$ cat config.mk
export PLATFORM = sky130hd
export DESIGN_NAME = poct_ram
export DESIGN_NICKNAME = d
export VERILOG_FILES = /design/src/rtl/poct_ram.sv
export SDC_FILE = /design/constraint.sdc
export NUM_CORES = 2
export LEC_CHECK = 0
export BUFFER_PORTS_ARGS = -buffer_cell sky130_fd_sc_hd__buf_4
export CELL_PAD_IN_SITES_DETAIL_PLACEMENT = 1
export CELL_PAD_IN_SITES_GLOBAL_PLACEMENT = 1
export CORE_MARGIN = 8
export CORE_UTILIZATION = 31
export CTS_CLUSTER_DIAMETER = 100
export DETAILED_ROUTE_END_ITERATION = 6
export GPL_ROUTABILITY_DRIVEN = 1
export GPL_TIMING_DRIVEN = 0
export HOLD_SLACK_MARGIN = 0.06
export PLACE_DENSITY_LB_ADDON = 0.2
export SETUP_SLACK_MARGIN = 0.05
export SYNTH_ARGS = -nofsm -noshare
export SYNTH_HDL_FRONTEND = slang
export SYNTH_SLANG_ARGS = --single-unit
$ cat constraint.sdc
create_clock -name i_clk -period 2.09 [get_ports i_clk]
set_input_delay 0.1045 -clock i_clk [delete_from_list [all_inputs] [get_ports i_clk]]
set_output_delay 0.1045 -clock i_clk [all_outputs]
set_load 0.05 [all_outputs]
$ cat src/rtl/poct_ram.sv
// Generic single-write, single-read RAM with registered read data.
`default_nettype none

module poct_ram #(
    parameter int WIDTH = 8,
    parameter int DEPTH = 256
) (
    input  wire logic                     i_clk,
    input  wire logic                     i_we,
    input  wire logic [$clog2(DEPTH)-1:0] i_waddr,
    input  wire logic [WIDTH-1:0]         i_wdata,
    input  wire logic [$clog2(DEPTH)-1:0] i_raddr,
    output logic      [WIDTH-1:0]         o_rdata
);

    logic [WIDTH-1:0] r_mem [DEPTH];
    logic [WIDTH-1:0] r_rdata;

    // Write port and registered read port.
    always_ff @(posedge i_clk) begin
        if (i_we) begin
            r_mem[i_waddr] <= i_wdata;
        end
        r_rdata <= r_mem[i_raddr];
    end

    assign o_rdata = r_rdata;

endmodule

`default_nettype wire

==> results.txt <==
Post-route setup slack = -550 ps
Clock Sinks = 2,056
Distinct cell type count after synthesis = 55
Minimum clock period = 2640 ps
Power density over the cells = 945 nW/µm²
Setup crit start kind = input pin
DRT antenna net count = 0
Most frequent cells in the layout = edfxtp_1 (2,048), mux4_2 (454), clkbuf_16 (222)
Mapped Nets = 3,759
Seq/Total Area, Yosys = 77.5%
Placed cell area = 84,600 µm²
Failing checks = setup timing
CTS tree = built
Initial antenna violation count = 20
Gate Count Post-Synth = 3,733
Worst Clk Skew = 41.5 ps
Nets = 4,066
Most common cell after layout, fill and taps aside = edfxtp_1
Final Max Tran Viols = 0
GRT overflow = 0
Layout cells sized above 1 = 30.4%
Worst path cell trace = buf_2, buf_6, buf_2, buf_4, mux4_2, a22oi_1, a21oi_1, nor4_4, nor4_2, buf_4
Top delay family on crit path = buffers and inverters
Starting density of the core = 31.1%
GRT Util Overall = 20.2%
Core Region = 256,000 µm²
Synth Cell Area = 79,600 µm²
YS warnings = 0
Die height = 523 µm
Final HPWL DP = 187 mm
CP Class = in -> reg
H-tree depth = 4
Asr flop ratio synth = 0%
Port-buffer cells = 26
P&R area growth vs syn = 17.9%
Vias = 41.5k
Leakage = 28.3 nW
Number of DRC markers in iteration 0 = 5,156
CP max stage delay = 630 ps
Via density = 5.44
Post-synth EDFFs = 2,048
DRC = 0
Core Util, Final = 36.6%
Vias in the first global route = 42.1k
Hold Path Class = in -> reg
Seq cells post-synth = 2,056
Sum Neg Setup Slack = -9780 ps
Global-route wire length before repair = 376 mm
Required time of the critical path = 2820 ps
CTS Buf Count = 219
Drt total wl = 281 mm
Critical Path Sink Type = flop
Slew @ Worst Pin = 1310 ps
RSZ-0062 raised after global routing = true
Largest net degree at the start of global routing = 141
Fmax = 0.379 GHz
RD Place Congestion = 0.907
Syn Area/Cell = 21.3 µm²
CP arrival = 3370 ps
Max-Cap Viols = 0
Clk buf depth = 3
Worst hold slack = 116 ps
Boundary pin count = 34
Drt first pass iters = 5
Die W = 523 µm
Setup violators final = 114
Root buf cell = clkbuf_16
Post-Layout Cell Count = 7,618
Placed cells = 7,163
Row Count = 186
Worst rel slew slack = 12.9%
Crit path max fanout = 10
Maximum VDD drop = 0.621 mV
Die ar. = 273,000 µm²
Master of the slowest instance on the critical path = nor4_4
Design area = 93,800 µm²
Outcome = finished with violations
Final hold vios = 0
CP Buf/Inv Count = 5
Period utilization = 126%
Clk slew on worst S/H paths = 60 ps
Insertion delay to the later sink of the worst-skew pair = 860 ps
WL per Instance = 36.9 µm
Main synth FF type = edfxtp_1
-- layer usage --
layer,vias up,global-route usage [%],share of wire [%]
met5,-,0,0
met4,0,6.28,3.2
met3,381,4.05,6.6
met2,1578,32.6,48
met1,23089,27.5,42
li1,16405,-,-
-- report_power, final --
group	internal, mW	leakage [nW]	switching (mW)
Combinational	1.70	6.50	4.01
Sequential	45.5	18.5	0.0291
Clock	21.0	3.29	16.4
Total	68.1	28.3	20.5
-- path summary, 6_finish.rpt --
check	from	endpoint	slack [ps]	depth (start not counted)
max	i_raddr[1]	o_rdata[1]	-550	10
min	i_waddr[3]	r_mem[207][5]	120	4
max reg2reg	r_mem[71][0]	o_rdata[0]	-540	5
min reg2reg	r_mem[41][3]	o_rdata[3]	1310	6
-- synthesized netlist by cell type, drive strengths merged (2+ instances only) --
library cell  count  area [µm²]
o32ai             5        51.3
mux4            456       10300
a22oi           133         998
and3b             2        17.5
nor3             22         110
a2111oi           5        52.6
nand2b            8        50.1
o221ai           47         418
o211ai           10        75.1
a21oi            96         480
nand4            10        62.6
o22a              5        43.8
o21ai            12        60.1
a22o              8        70.1
a311oi            2        17.5
nand2            33         124
nor4             27         188
a31oi             2        12.5
nand3b            2        15.0
a211oi           16         120
nor2b            31         194
a221oi           14         129
o22ai            28         175
and2              6        37.5
edfxtp         2048       61500
nand3            34         170
nor2            282        1060
buf             122        1030
mux2i           134        1340
dfxtp             8         160
clkbuf          111         417
or2               4        25.0
-- state kept, by name (all words and copies together), names as in the netlist --
signal	flops
o_rdata	8
r_mem	2048
-- final cells by class --
class	count	area, µm²
fill	24634	162000
sequential	2056	61700
multi-input combinational	1442	18200
clock buffer	296	5830
tap	3384	4230
buffer	232	1800
timing repair buffer	87	1070
clock inverter	112	917
antenna	7	17.5
inverter	2	7.51
-- repair_timing --
item                        CTS  global route
hold buffers                 16             7
hold endpoints to repair   1104            54
resized for setup           486            84
setup buffers                14             4
setup endpoints to repair  1540           649
pin swaps                    19            10
-- worst min-delay path, stage by stage --
cell	delay (ps)
clkbuf_2	190
nand4_1	170
buf_4	190
nor2_2	130
-- logic make-up after synthesis --
kind of cell           Yosys count  synth area share, %
multiplexers                   591                 14.6
AND/OR/NAND/NOR                466                 2.63
flip-flops                    2056                 77.5
AO/OA/AOI/OAI                  385                 3.42
buffers and inverters          235                 1.83
-- per-stage QoR --
step                      power, mW  worst slack, ps
after floorplan                48.7             57.4
after global placement         51.6            -3850
after detailed placement       51.7            -3230
after CTS                      89.2             -479
after global routing           90.8             -494
final                          88.6             -550
Power figures use the tool's default switching activity.
