[config.mk]
export PLATFORM = sky130hd
export DESIGN_NAME = poct_ctrl
export DESIGN_NICKNAME = d
export VERILOG_FILES = /design/src/rtl/poct_pkg.sv /design/src/rtl/poct_ctrl.sv
export SDC_FILE = /design/constraint.sdc
export NUM_CORES = 1
export LEC_CHECK = 0
export BUFFER_PORTS_ARGS = -buffer_cell sky130_fd_sc_hd__buf_2
export CORE_UTILIZATION = 52
export CTS_CLUSTER_SIZE = 40
export DETAILED_ROUTE_END_ITERATION = 10
export PLACE_DENSITY = 0.75
export SLEW_MARGIN = 10
export SYNTH_ARGS = -nofsm -noshare
export SYNTH_HDL_FRONTEND = slang
export SYNTH_SLANG_ARGS = --single-unit
[constraint.sdc]
create_clock -name i_clk -period 1.6 [get_ports i_clk]
set_input_delay 0.16 -clock i_clk [delete_from_list [all_inputs] [get_ports i_clk]]
set_output_delay 0.16 -clock i_clk [all_outputs]
set_load 0.1 [all_outputs]
[src/rtl/poct_pkg.sv]
// Shared constants, command struct and gradient function for the octave noise block.
`default_nettype none

package poct_pkg;

    // Permutation table geometry.
    localparam int TABLE_SIZE = 256;
    localparam int TAB_AW     = $clog2(TABLE_SIZE);
    localparam int TAB_W      = 8;

    // Octave loop.
    localparam int MAX_OCTAVES = 8;
    localparam int OCT_W       = (MAX_OCTAVES > 1) ? $clog2(MAX_OCTAVES) : 1;
    localparam int OCTCFG_W    = 4;

    // Coordinates: only the fraction and the low cell bits matter.
    localparam int COORD_W         = 32;
    localparam int COORD_FRAC_BITS = 16;
    localparam int CK_W            = COORD_FRAC_BITS + TAB_AW;
    localparam int FRAC_W          = 16;

    // Amplitude and accumulation.
    localparam int PERS_W     = 16;
    localparam int PERS_FB    = 14;
    localparam int AMP_ONE_SH = 24;
    localparam int AMP_CAP_SH = 40;
    localparam int AMP_W      = AMP_CAP_SH + 1;
    localparam int AMP_LO_W   = 20;
    localparam int AMP_HI_W   = AMP_W - AMP_LO_W;
    localparam int WGT_W      = AMP_W + OCT_W + 1;
    localparam int ACC_W      = 64;

    // Gradient, lerp and noise value widths.
    localparam int CRD_W  = FRAC_W + 2;
    localparam int GRAD_W = 20;
    localparam int LO_W   = 22;
    localparam int NV_W   = 24;

    // Restoring divider and output.
    localparam int DIV_STEPS = 20;
    localparam int DCNT_W    = $clog2(DIV_STEPS);
    localparam int OUT_W     = 18;

    // Per-octave sequencer step counter.
    localparam int STEP_W = 4;
    localparam logic [STEP_W-1:0] STEP_LAST = 4'd15;

    // Input command codes.
    localparam logic CMD_LOAD = 1'b0;
    localparam logic CMD_EVAL = 1'b1;

    // Configuration register indexes.
    localparam int CFG_IDX_W = 2;
    localparam int CFG_W     = 16;
    localparam logic [CFG_IDX_W-1:0] REG_OCTAVES = 2'd0;
    localparam logic [CFG_IDX_W-1:0] REG_PERSIST = 2'd1;

    // Commands from the controller to the datapath.
    typedef struct packed {
        logic              start;
        logic              oct_setup;
        logic              run;
        logic [STEP_W-1:0] step;
        logic [OCT_W-1:0]  oct;
        logic              div_init;
        logic              div_step;
        logic              out_load;
    } t_dp_cmd;

    // Improved Perlin gradient for the z = 0 plane.
    function automatic logic signed [GRAD_W-1:0] grad(
        input logic [3:0]             h,
        input logic signed [CRD_W-1:0] x,
        input logic signed [CRD_W-1:0] y
    );
        logic signed [GRAD_W-1:0] u;
        logic signed [GRAD_W-1:0] v;
        u = (h[3] == 1'b0) ? GRAD_W'(x) : GRAD_W'(y);
        if (h[3:2] == 2'b00) begin
            v = GRAD_W'(y);
        end else if (h == 4'd12 || h == 4'd14) begin
            v = GRAD_W'(x);
        end else begin
            v = '0;
        end
        return (h[0] ? -u : u) + (h[1] ? -v : v);
    endfunction

endpackage

`default_nettype wire

[src/rtl/poct_ctrl.sv]
// Controller state machine that sequences octaves, table reads and the divider.
`default_nettype none

module poct_ctrl import poct_pkg::*; (
    input  wire logic                i_clk,
    input  wire logic                i_rst_n,
    input  wire logic                i_in_valid,
    input  wire logic                i_in_cmd,
    output logic                     o_in_ready,
    output logic                     o_out_valid,
    input  wire logic                i_out_ready,
    input  wire logic [OCTCFG_W-1:0] i_octave_count,
    output t_dp_cmd                  o_cmd
);

    typedef enum logic [2:0] {
        S_IDLE,
        S_SETUP,
        S_RUN,
        S_DIV_INIT,
        S_DIV,
        S_FIN
    } t_state;

    t_state            r_state;
    logic [STEP_W-1:0] r_step;
    logic [OCT_W-1:0]  r_oct;
    logic [OCT_W-1:0]  r_oct_last;
    logic [DCNT_W-1:0] r_dcnt;
    logic              r_out_valid;

    logic              eval_beat;
    logic              out_load;
    logic [OCT_W-1:0]  oct_last;

    assign o_in_ready = (r_state == S_IDLE);
    assign eval_beat  = i_in_valid && o_in_ready && (i_in_cmd == CMD_EVAL);
    assign out_load   = (r_state == S_FIN) && (!r_out_valid || i_out_ready);

    // Clamp the octave count to one through the maximum, kept as a last index.
    always_comb begin
        if (i_octave_count == '0) begin
            oct_last = '0;
        end else if ({1'b0, i_octave_count} > (OCTCFG_W + 1)'(MAX_OCTAVES)) begin
            oct_last = OCT_W'(MAX_OCTAVES - 1);
        end else begin
            oct_last = OCT_W'(i_octave_count - 1'b1);
        end
    end

    // State, counters and output valid.
    always_ff @(posedge i_clk) begin
        if (!i_rst_n) begin
            r_state     <= S_IDLE;
            r_step      <= '0;
            r_oct       <= '0;
            r_oct_last  <= '0;
            r_dcnt      <= '0;
            r_out_valid <= 1'b0;
        end else begin
            if (out_load) begin
                r_out_valid <= 1'b1;
            end else if (r_out_valid && i_out_ready) begin
                r_out_valid <= 1'b0;
            end
            case (r_state)
                S_IDLE: begin
                    if (eval_beat) begin
                        r_state    <= S_SETUP;
                        r_oct      <= '0;
                        r_oct_last <= oct_last;
                    end
                end
                S_SETUP: begin
                    r_state <= S_RUN;
                    r_step  <= '0;
                end
                S_RUN: begin
                    if (r_step == STEP_LAST) begin
                        if (r_oct == r_oct_last) begin
                            r_state <= S_DIV_INIT;
                        end else begin
                            r_oct   <= r_oct + 1'b1;
                            r_state <= S_SETUP;
                        end
                    end else begin
                        r_step <= r_step + 1'b1;
                    end
                end
                S_DIV_INIT: begin
                    r_state <= S_DIV;
                    r_dcnt  <= '0;
                end
                S_DIV: begin
                    if (r_dcnt == DCNT_W'(DIV_STEPS - 1)) begin
                        r_state <= S_FIN;
                    end else begin
                        r_dcnt <= r_dcnt + 1'b1;
                    end
                end
                S_FIN: begin
                    if (out_load) begin
                        r_state <= S_IDLE;
                    end
                end
                default: begin
                    r_state <= S_IDLE;
                end
            endcase
        end
    end

    assign o_out_valid = r_out_valid;

    // Commands to the datapath.
    always_comb begin
        o_cmd.start     = eval_beat;
        o_cmd.oct_setup = (r_state == S_SETUP);
        o_cmd.run       = (r_state == S_RUN);
        o_cmd.step      = r_step;
        o_cmd.oct       = r_oct;
        o_cmd.div_init  = (r_state == S_DIV_INIT);
        o_cmd.div_step  = (r_state == S_DIV);
        o_cmd.out_load  = out_load;
    end

endmodule

`default_nettype wire

==> results of run 1 <==
==> kinds of logic (layout without fill, tap and decap cells) <==
logic type	after synthesis	after routing	share of synthesized area
AO/OA/AOI/OAI	29	29	0.185
XOR/XNOR	8	8	0.0669
AND/OR/NAND/NOR	48	48	0.252
flip-flops	19	19	0.363
buffers and inverters	15	38	0.0657
multiplexers	1	1	0.00956
adder cells (fa/ha/maj)	5	5	0.0573
==> routing by layer <==
layer	track usage	wire length (um)	vias to the layer above
li1	-	-	491
met1	0.297	1060	447
met2	0.381	1020	19
met3	0.0346	61	2
met4	0.0686	13	0
met5	0	0	-
==> report_power, final <==
part / internal (mW) / leakage, nW / switching (mW)
clock: 0.0968 / 0.0150 / 0.145
sequential: 0.539 / 0.160 / 0.0968
combinational: 0.310 / 0.370 / 0.669
total: 0.946 / 0.545 / 0.911
==> metrics by stage <==
stage,cells,worst slack (ns)
global placement,169,0.180
finish,173,0.0505
floorplan,125,-0.503
detailed placement,169,0.0902
CTS,173,0.0450
global route,173,0.00467
==> worst max-delay path, delay by kind of cell, from the launching register on <==
kind	cells	cell delay (ns)
buf+inv	1	0.19
flops	1	0.42
simple gates	2	0.49
==> flip-flops by register name (all words and copies together), names as in the netlist <==
name and count:
r_oct 3, r_state 3, r_oct_last 3, r_dcnt 5
o_out_valid 1, r_step 4
==> layout make-up <==
cell class | count | area (um2) | share of cell area
Multi-Input combinational cell | 91 | 622 | 0.468
Sequential cell | 19 | 399 | 0.301
Timing Repair Buffer | 27 | 223 | 0.168
Tap cell | 25 | 31.3 | 0.0236
Clock buffer | 4 | 26.3 | 0.0198
Inverter | 7 | 26.3 | 0.0198
==> final timing paths <==
| kind | end | slack, ns | depth (start not counted) |
|---|---|---|---|
| setup / recovery | o_cmd[12] | 0.05 | 3 |
| hold / removal | r_oct_last[2] | 0.17 | 3 |
| setup reg to reg | r_state[0] | 0.10 | 5 |
| hold reg to reg | r_dcnt[1] | 0.48 | 2 |
==> synth_stat cells, types with 3 or more instances <==
library cell,number
dfxtp_1,19
a21oi_1,11
nor2_1,11
nand2_1,10
nand3_1,9
inv_1,7
xor2_1,5
buf_2,4
ha_1,4
nand2b_1,4
a211o_1,3
a211oi_1,3
xnor2_1,3
==> impl_metrics.csv, run 1 <==
group,metric,value,unit
placed_design,place_hpwl,1.65,mm
setup_path,cp-end-kind,"primary output",
hold_path,hp-start,"i_octave_count[2]",
logic_synthesis,ys_warn_count,0,
logic_synthesis,synthCells,125,
sta,worstMarginPinSlew,0.488,ns
sta,timing.hold.ws,0.165,ns
grt,grt_max_degree,14,
sta,slew_viol_final,0,
logic_synthesis,synth-main-ff-cell,"dfxtp_1",
grt,antenna_found_initial,0,
job,drv_cap,0,
setup_path,arrival,1.39,ns
setup_path,crit_slowest_cell,"dfxtp_4",
sta,rsz0062_at_grt,"false",
logic_synthesis,synth-seq-cells,19,
cts,h-tree-depth,1,
power_and_ir_drop,p_total,1.86,mW
setup_path,cp_max_fo,12,
logic_synthesis,avgSynthCellArea,8.38,um2
layout,drive_gt1_frac,0.324,
grt,grt_pass1_wl,3.49,mm
logic_synthesis,syn-cell-area,1050,um2
grt,grt_pass1_vias,823,
logic_synthesis,synth_cell_types,37,
layout,final_cell_mix,"17 x buf_2, 11 x nor2_1, 11 x a21oi_1, 10 x nand2_1",
route,wl_per_cell,12.4,um
power_and_ir_drop,peakVddDrop,1.00,mV
floorplanning,start_util,0.581,
cts,post_cts_buffers,0,
layout,final_util,0.737,
floorplanning,die_area,2200,um2
setup_path,crit-reg2reg-launch,"r_dcnt[0]",
hold_path,hold_class,"input port to flip-flop",
layout,nets,162,
layout,syn_to_final_growth,26.8,%
sta,max-slew-margin-rel,0.677,
route,drt_iter0_drc,16,
cts,cts_resized,4,
route,vias,959,
route,routed_wl,2.15,mm
cts,cts_buffers,3,
layout,diodes,0,
sta,min_period,1.55,ns
route,drc,0,
floorplanning,rows,15,
sta,fin_crit_sh,0.968,
sta,setup_tns,0,ns
logic_synthesis,yosysTopAreaCell,"dfxtp_1",
floorplanning,boundaryPins,24,
grt,gr-total-overflow,0,
placed_design,gp_congestion,0.799,
sta,max_freq,645,MHz
logic_synthesis,netlist_top_cells_area,"dfxtp_1 36%, a21oi_1 5.3%, ha_1 4.8%",
cts,clk_latency,0.29,ns
cts,cts.sinks,19,
placed_design,placed_cell_area,1280,um2
route,vias_per_cell,5.54,
logic_synthesis,synth-edff-count,0,
floorplanning,die_w,46.9,um
setup_path,path_class,"flip-flop to primary output",
placed_design,portBuffers,23,
sta,hold_violations,0,
route,first_pass_iters,4,
power_and_ir_drop,power_leakage,0.545,nW
power_and_ir_drop,p_per_area,1400,nW/um2
cts,root_buffer,"clkbuf_4",
setup_path,crit_chain,"nor3_4 -> and3_4 -> buf_12",
grt,grt.total_usage,0.226,
sta,setup_viol,0,
logic_synthesis,synth_top_area_share,0.363,
layout,finalInstanceArea,1330,um2
floorplanning,die_h,46.9,um
logic_synthesis,async_flop_share,0,
setup_path,start_kind,"flip-flop",
setup_path,setup.worst_path.start,"r_state[0]",
setup_path,cp.required,1.44,ns
logic_synthesis,synth_fp_nets,138,
setup_path,cp_slowest_stage_delay,0.42,ns
floorplanning,core_area,1800,um2
cts,cts_tree,"done",
sta,fin_skew,0.00524,ns
cts,clockBufferDepth,2,
layout,layout_commonest_cell,"buf_2",
run_status,status,"finished clean",
cts,cts_hold_buf,0,
logic_synthesis,ys_seq_area_frac,0.363,
cts,clk_pin_slew,0.11,ns
layout,fill_cells,137,
route,drtAntennaViolNets,0,
Note: power is estimated with default switching activity, not from simulation.
==> run 2, diff against run 1 <==
Clock period 1.6 ns to 1.87 ns, I/O delays scaled along.
==> run 2 against run 1 <==
Compared with the run above:
- count of clock-buffer cells in the layout unchanged
- cell count fell by 1.7%
- core utilization shrank 4.7 points
- worst hold slack better by 0.0061 ns
- global-route usage decreased by 1.4 points
- sequential share of layout area increased by 1.7 points
- clock skew increased by 0.0060 ns
- non-clock buffer count decreased by 3
- clock power fell by 13%
- power decreased by 19%
- register-to-register slack gained 0.27 ns
- setup slack gained 0.052 ns
- critical endpoint is now o_cmd[1]
- largest cell class unchanged
==> impl_metrics.csv, run 2 (synthesis results as in run 1) <==
group,metric,value,unit
power_and_ir_drop,p_per_area,1210,nW/um2
grt,grt.total_usage,0.212,
grt,antenna_found_initial,0,
setup_path,setup.worst_path.start,"r_state[2]",
power_and_ir_drop,seq_power_share,0.359,
hold_path,hold_class,"input port to flip-flop",
grt,grtUsageMet2,0.342,
sta,max_freq,566,MHz
cts,post_cts_buffers,0,
power_and_ir_drop,clock_power_share,0.139,
sta,slew_viol_final,0,
run_status,status,"finished clean",
layout,finalInstanceArea,1240,um2
floorplanning,die_w,46.9,um
setup_path,crit_slowest_cell,"buf_2",
power_and_ir_drop,switching_share,0.505,
placed_design,gp_congestion,0.869,
grt,met1_usage,0.261,
sta,max-slew-margin-rel,0.677,
sta,rsz0062_at_grt,"false",
sta,setup_viol,0,
placed_design,portBuffers,23,
layout,syn_to_final_growth,18.8,%
layout,final_cell_mix,"20 x buf_2, 11 x nor2_1, 11 x a21oi_1, 10 x nand2_1",
route,drtAntennaViolNets,0,
layout,diodes,0,
floorplanning,die_h,46.9,um
cts,cts_tree,"done",
floorplanning,core_area,1800,um2
cts,clk_latency,0.30,ns
cts,clockBufferDepth,2,
setup_path,crit-reg2reg-launch,"r_state[0]",
cts,h-tree-depth,1,
cts,root_buffer,"clkbuf_4",
route,drc,0,
placed_design,placed_cell_area,1210,um2
route,vias_per_cell,5.50,
grt,gr-total-overflow,0,
power_and_ir_drop,combPwrFrac,0.502,
power_and_ir_drop,peakVddDrop,0.790,mV
hold_path,hp-start,"i_octave_count[2]",
floorplanning,start_util,0.581,
sta,worstMarginPinSlew,0.488,ns
sta,hold_violations,0,
grt,grt_pass1_wl,3.18,mm
setup_path,path_class,"flip-flop to primary output",
sta,fin_skew,0.0113,ns
setup_path,cp.required,1.68,ns
layout,drive_gt1_frac,0.283,
floorplanning,boundaryPins,24,
layout,largest_register_ffs,5,
route,routed_wl,2.02,mm
route,drt_iter0_drc,15,
power_and_ir_drop,p_total,1.51,mW
cts,clk_pin_slew,0.11,ns
grt,met3_usage,0.0808,
setup_path,cp-end-kind,"primary output",
route,first_pass_iters,4,
setup_path,cp_max_fo,8,
route,wl_per_cell,11.9,um
setup_path,cp_slowest_stage_delay,0.49,ns
setup_path,start_kind,"flip-flop",
cts,cts.sinks,19,
layout,largest_register,"r_dcnt",
sta,fin_crit_sh,0.945,
power_and_ir_drop,p_int,746,uW
setup_path,crit_chain,"nor3b_4 -> buf_2",
setup_path,r2r_slack,0.37,ns
sta,min_period,1.77,ns
job,drv_cap,0,
placed_design,place_hpwl,1.51,mm
power_and_ir_drop,power_leakage,0.521,nW
layout,reg_top3,"r_dcnt: 5 flops, r_step: 4 flops",
grt,grt_max_degree,14,
route,vias,935,
floorplanning,rows,15,
grt,busiest_layer,"met2",
floorplanning,die_area,2200,um2
layout,nets,159,
power_and_ir_drop,power_switching,762,uW
cts,cts_buffers,3,
setup_path,arrival,1.58,ns
layout,layout_commonest_cell,"buf_2",
grt,grt_pass1_vias,731,
layout,fill_cells,167,
run 2: changes by cell type in the layout (fill, tap and decap cells not counted), sizes merged:
cell    delta
buf        -4
clkbuf     +1
run 2: power groups by stage:
| stage | registers, mW | clock network (mW) | logic [mW] |
|---|---|---|---|
| 3_5_place_dp | 0.552 | 0 | 0.757 |
| 5_1_grt | 0.550 | 0.230 | 0.802 |
| 3_3_place_gp | 0.544 | 0 | 0.755 |
| 4_1_cts | 0.542 | 0.216 | 0.758 |
| 6_report | 0.541 | 0.210 | 0.758 |
| 2_1_floorplan | 0.584 | 0 | 0.602 |
run 2: final timing paths:
path / to / cells past startpoint
hold / removal: r_oct_last[2] / 3
setup reg to reg: r_dcnt[2] / 4
setup / recovery: o_cmd[1] / 2
hold reg to reg: r_dcnt[1] / 2
run 2: per-layer routing:
layer	up-vias	wire, um
li1	485	-
met1	428	1020
met2	20	900
met3	2	80
met4	0	21
met5	-	0
run 2: area by class of cell:
| type | count | area, um2 | area share |
|---|---|---|---|
| Multi-Input combinational cell | 91 | 609 | 0.490 |
| Sequential cell | 19 | 395 | 0.318 |
| Inverter | 7 | 26.3 | 0.0211 |
| Timing Repair Buffer | 24 | 155 | 0.125 |
| Clock buffer | 4 | 26.3 | 0.0211 |
| Tap cell | 25 | 31.3 | 0.0252 |
run 2: critical path, delay by kind of cell, from the launching register on:
| kind | cells | cell delay (ns) |
|---|---|---|
| buffers and inverters | 1 | 0.49 |
| DFF | 1 | 0.44 |
| and+or+nand+nor | 1 | 0.34 |
run 2: metrics by stage:
| step | cells | setup slack, ns | utilization | TNS (ns) | hold WS (ns) |
|---|---|---|---|---|---|
| final | 170 | 0.103 | 0.690 | 0 | 0.171 |
| after global routing | 170 | 0.0399 | 0.690 | 0 | 0.169 |
| after CTS | 170 | 0.0341 | 0.689 | 0 | 0.172 |
| after detailed placement | 166 | 0.377 | 0.674 | 0 | 0.475 |
| after global placement | 166 | 0.427 | 0.674 | 0 | 0.460 |
| after floorplan | 125 | -0.234 | - | -0.589 | 0.361 |
run 2: repair_timing:
| item | in CTS | in global routing |
|---|---|---|
| hold buffers | 0 | 0 |
| setup endpoints to repair | 0 | 1 |
| gates resized for setup | 0 | 1 |
